`src/rtl/code_data_flag_logger_macros.svh`:
```
// ----------------------------------------------------------------------------
// code_data_flag_logger assertion macros
// Clocked property checks, removed when SYNTH is defined.
// ----------------------------------------------------------------------------
`ifndef CODE_DATA_FLAG_LOGGER_MACROS_SVH
`define CODE_DATA_FLAG_LOGGER_MACROS_SVH

`ifndef SYNTH
`define CDFL_ASSERT(lbl, clk, rstn, prop) \
  lbl: assert property (@(posedge clk) disable iff (!(rstn)) (prop)) \
    else $error("cdfl assertion failed");
`define CDFL_ASSERT_ALWAYS(lbl, clk, prop) \
  lbl: assert property (@(posedge clk) (prop)) \
    else $error("cdfl assertion failed");
`else
`define CDFL_ASSERT(lbl, clk, rstn, prop)
`define CDFL_ASSERT_ALWAYS(lbl, clk, prop)
`endif

`endif

```
`src/rtl/cdfl_pkg.sv`:
```
// ----------------------------------------------------------------------------
// cdfl_pkg
// Shared widths, flag bit positions, opcodes and control structs.
// ----------------------------------------------------------------------------
package cdfl_pkg;

  localparam int ADDR_W = 24;
  localparam int FLAG_W = 8;
  localparam int OP_W   = 2;
  localparam int SIZE_W = 17;
  localparam int TOT_W  = 17;
  localparam int MODE_W = 2;

  localparam int ENTRIES_DEF = 65536;
  localparam logic [SIZE_W-1:0] ROM_SIZE_RST = SIZE_W'(65536);

  localparam int FL_CODE_B = 0;
  localparam int FL_DATA_B = 1;
  localparam int FL_JUMP_B = 2;
  localparam int FL_SUB_B  = 3;
  localparam int FL_IDX8_B = 4;
  localparam int FL_MEM8_B = 5;

  // data and mode bits dropped when an entry becomes code
  localparam logic [FLAG_W-1:0] CODE_KEEP = 8'hCD;

  typedef enum logic [OP_W-1:0] {
    OP_MERGE = 2'd0,
    OP_QUERY = 2'd1,
    OP_RAW   = 2'd2
  } cdfl_op_e;

  typedef struct packed {
    logic rd;   // transfer accepted, read entry
    logic clr;  // clearing pass write
    logic wb;   // write back and load result
  } cdfl_cmd_t;

  typedef struct packed {
    logic clr_last;
  } cdfl_sts_t;

endpackage

```
`src/rtl/cdfl_ctrl.sv`:
```
// ----------------------------------------------------------------------------
// cdfl_ctrl
// Sequencer: clearing pass, accept, write-back and result valid.
// ----------------------------------------------------------------------------
`include "code_data_flag_logger_macros.svh"

module cdfl_ctrl (
  input  logic                clk_i,
  input  logic                rst_ni,
  input  logic                in_valid_i,
  output logic                in_stall_o,
  output logic                out_valid_o,
  input  logic                out_stall_i,
  input  cdfl_pkg::cdfl_sts_t sts_i,
  output cdfl_pkg::cdfl_cmd_t cmd_o
);
  import cdfl_pkg::*;

  typedef enum logic [1:0] {
    ST_CLEAR,
    ST_IDLE,
    ST_WB
  } ctrl_state_e;

  ctrl_state_e state_q, state_d;
  logic        out_valid_q;
  logic        out_free;

  assign out_free   = !out_valid_q || !out_stall_i;
  assign in_stall_o = (state_q != ST_IDLE);

  always_comb begin
    cmd_o.rd  = in_valid_i && (state_q == ST_IDLE);
    cmd_o.clr = (state_q == ST_CLEAR);
    cmd_o.wb  = (state_q == ST_WB) && out_free;
  end

  always_comb begin
    state_d = state_q;
    case (state_q)
      ST_CLEAR: begin
        if (sts_i.clr_last) state_d = ST_IDLE;
      end
      ST_IDLE: begin
        if (cmd_o.rd) state_d = ST_WB;
      end
      ST_WB: begin
        if (out_free) state_d = ST_IDLE;
      end
      default: state_d = ST_CLEAR;
    endcase
  end

  always_ff @(posedge clk_i or negedge rst_ni) begin
    if (!rst_ni) begin
      state_q     <= ST_CLEAR;
      out_valid_q <= 1'b0;
    end else begin
      state_q <= state_d;
      if (cmd_o.wb) begin
        out_valid_q <= 1'b1;
      end else if (!out_stall_i) begin
        out_valid_q <= 1'b0;
      end
    end
  end

  assign out_valid_o = out_valid_q;

  `CDFL_ASSERT(a_rd_to_wb, clk_i, rst_ni, cmd_o.rd |=> state_q == ST_WB)
  `CDFL_ASSERT(a_wb_valid, clk_i, rst_ni, cmd_o.wb |=> out_valid_q)
  `CDFL_ASSERT(a_cmd_excl, clk_i, rst_ni, $onehot0({cmd_o.rd, cmd_o.clr, cmd_o.wb}))

endmodule

```
`config.mk`:
```
export PLATFORM = sky130hd
export DESIGN_NAME = cdfl_ctrl
export DESIGN_NICKNAME = d
export VERILOG_FILES = /design/src/rtl/cdfl_pkg.sv /design/src/rtl/cdfl_ctrl.sv
export VERILOG_INCLUDE_DIRS = /design/src /design/src/rtl
export SDC_FILE = /design/constraint.sdc
export NUM_CORES = 1
export LEC_CHECK = 0
export BUFFER_PORTS_ARGS = -buffer_cell sky130_fd_sc_hd__buf_2
export CORE_AREA = 8 8 45 47
export DETAILED_ROUTE_END_ITERATION = 10
export DIE_AREA = 0 0 53 55
export REMOVE_ABC_BUFFERS = 1
export SLEW_MARGIN = 20
export SYNTH_ARGS = -nofsm -noshare
export SYNTH_HDL_FRONTEND = slang
export SYNTH_SLANG_ARGS = --single-unit
```
`constraint.sdc`:
```
create_clock -name clk_i -period 1.2 [get_ports clk_i]
set_input_delay 0.12 -clock clk_i [delete_from_list [all_inputs] [get_ports clk_i]]
set_output_delay 0.12 -clock clk_i [all_outputs]
set_load 0.02 [all_outputs]
```
* Yosys cells after proc, flatten, opt, wreduce, memory -nomap -nowiden *
Cells that the tools add are included.

word-level totals
  register bits after elaboration = 3
  bits of input ports = 5
  logic and storage cells = 22

operators by class
  eq/ne operators = 7
  muxes and demuxes = 6
  reduce and logical (&&, ||, !) cells = 7

operators with widths
  cell                                                              count
  2-bit 2-to-1 mux                                                  3
  2-bit != test (second input constant)                             3
  2-bit case mux with 3 select lines                                1
  2-bit by 1-bit != test with 1-bit output (second input constant)  2
  3-bit AND reduction                                               1
  2-bit by 1-bit == test with 1-bit output (second input constant)  1
  2-bit == test (second input constant)                             1
  1-bit logical AND                                                 2
  1-bit logical NOT                                                 2
  2-bit logical NOT                                                 1
  1-bit 2-to-1 mux                                                  2
  1-bit logical OR                                                  1

* Depth between registers and ports, before layout *
  depth after elaboration = 4
  mapped depth = 2
  depth with buffers taken out = 2

* Worst setup path after synthesis *
Ideal clock, no wire load.

  kind = register to output
  from = register state_q[0]
  to = output cmd_o[0] in the netlist's numbering
  arrival = 926 ps
  required time = 1,080 ps
  slack = 154 ps
  stages on the path, launching flop included = 3
  buffers on the path = 0
  cells stage by stage = dfrtp_1 nand2b_1 a21oi_1

RTL lines
  element                 line             RTL
  start, declared         cdfl_ctrl.sv:25  ctrl_state_e state_q, state_d;
  start signal, assigned  cdfl_ctrl.sv:59  state_q <= state_d;
  end, declared           cdfl_ctrl.sv:15  output cdfl_pkg::cdfl_cmd_t cmd_o

==> results.md <==
* Detailed-router iteration count before antenna repair at 4
* Crit. End Element: output port
* Gr usage total at 0.0372
* Clock-pin slew on the worst setup and hold paths at 0.03 ns
* Fin worst setup slack at 0.0172 ns
* Tmin final at roughly 1.2 ns
* Maxcap violations at 0
* Total chip power at 0.793 mW
* GPL Wtd Cong at 0.702
* Synth Register Bits at 3
* First-pass GRT wire length at between 600 and 700 um
* Max_slew headroom at 0.882
* Number of top-level pins at 10
* Post-route ant nets at 0
* Top-area cell type share of the netlist area at 0.492
* Critical path peak fanout at 4
* Finished Cell Area at about 300 um^2
* Maximum clock path buffer count at 2
* Maximum vdd drop at 0.331 mV
* Period utilisation layout at 0.986
* Slew @ Worst Pin at 0.176 ns
* Critical path required time at around 1.1 ns
* Total core area at approximately 0.0014 mm^2
* Final hold slack at 0.0883 ns
* Yosys cell types at 11
* Setup Total Neg Slack at 0 ns
* Final number of setup-violating endpoints at 0
* Syn. warnings at 0
* GRT overflow at 0
* Crit Path Category: flop to output port
* Seq/Total Area, Yosys at 0.492
* Synth top area cells: dfrtp_1, o32ai_2, and3b_1
* Cell Area, Synth at 153 um^2
* Most frequent cells in the layout: buf_2, buf_4, clkbuf_4
* Die X at 53 um
* Antenna cells at 0
* Largest net degree at the start of global routing at 7
* Via/cell ratio at 3.52
* Crit path DAT at 1.06 ns
* DRC viols at 0
* Post-layout nets at 38
* Initial antenna violation count at 0
* Via count at 169
* Post-DP Area at 218 um^2
* Area leader, netlist: dfrtp_1
* WL final at 427 um
* CP startpoint kind: flop
* Layout filler cell count at 154
* Htree depth at 1
* Most common cell after layout, fill and taps aside: buf_2
* Share of cells above drive strength 1 at 0.594
* P&R area growth vs syn at 91.8%
* Syn avg cell area at between 10 and 15 um^2
* Clk_skew at around 0.0019 ns
* Cells after synthesis at 15
* Die Y-Extent at 55 um
* Die area at a little under 0.003 mm^2
* Leakage Power at about 0.16 nW
* Initial Util at 0.110
* Initial DRC count at 6
* Clk sinks at 3
* Vias in the first global route at 158
* Pre-CTS WS at 0.188 ns
* R2r setup slk at 0.19 ns
* Outcome: finished clean
* Fmax at 845 MHz
* CTS tree: yes
* # port buffers at 9
* Row cnt at 14
* CTS root buf: clkbuf_4
* Power per cell area at 2710 mW/mm^2
* Worst min path class: input port to flop
* Final Max Tran Viols at 0
* Hold Vio Cnt, Final at 0
* RSZ-0062 raised after global routing: yes
* Detailed-route wire length per cell at approximately 8.9 um
* Worst skew pair latency at approximately 0.23 ns
* Total CTS buffers at 3
path summary, 6_finish.rpt:
check | cells past startpoint | start | end
worst min register to register | 2 | out_valid_o | out_valid_o
max in group asynchronous | 2 | rst_ni | state_q[0]
worst max-delay path | 3 | state_q[0] | cmd_o[0]
worst min-delay path | 2 | in_valid_i | state_q[0]
worst max register to register | 3 | state_q[1] | state_q[1]
min in group asynchronous | 2 | rst_ni | out_valid_o
where the power goes:
group / switching, mW / internal (mW)
sequential: 0.0460 / 0.150
combinational: 0.211 / 0.211
clock: 0.0505 / 0.124
synth_stat cells (all sizes together):
cell type	n
a21o	1
and3b	1
o32ai	1
dfrtp	3
a21oi	1
and3	1
nand2	2
nand2b	2
nor2	2
inv	1
per-stage QoR:
stage | utilization | std cells
finish | 0.212 | 48
detailed placement | 0.157 | 40
CTS | 0.197 | 47
floorplan | - | 15
global route | 0.212 | 48
global placement | 0.157 | 40
cell type report:
| type | count | area [um^2] | area share |
|---|---|---|---|
| clock buffer | 4 | 26.3 | 0.0897 |
| inverter | 1 | 3.75 | 0.0128 |
| multi-input combinational | 11 | 77.6 | 0.265 |
| sequential | 3 | 76.3 | 0.261 |
| tap | 16 | 20.0 | 0.0684 |
| timing repair buffer | 13 | 88.8 | 0.303 |
cells by family after synthesis:
group | share of synthesized area
compound gates | 0.189
buf+inv | 0.0246
flops | 0.492
simple gates | 0.295
worst max-delay path, stage by stage (launching register included):
cell and delay (ns):
dfrtp_2 0.41, nand2b_1 0.17, a21oi_2 0.11, buf_4 0.15
flip-flops by register name, indices dropped and copies added (netlist names):
name and flops:
state_q 2, out_valid_o 1
timing repair:
item / 4_1_cts / 5_1_grt
setup endpoints to repair: 1 / 3
endpoints found under the hold margin: 3 / 0
setup buffers: 2 / 1
gates resized for setup: 2 / 4
hold buffers: 1 / 0
cloned: 0 / 0
metal layers:
metal	share of wire	routed length [um]	global-route usage
met5	0	0	0
met4	0.040	17	0.0647
met3	0.18	76	0.0374
met2	0.47	200	0.0469
met1	0.31	133	0.0229
(Power assumes the default switching activity.)
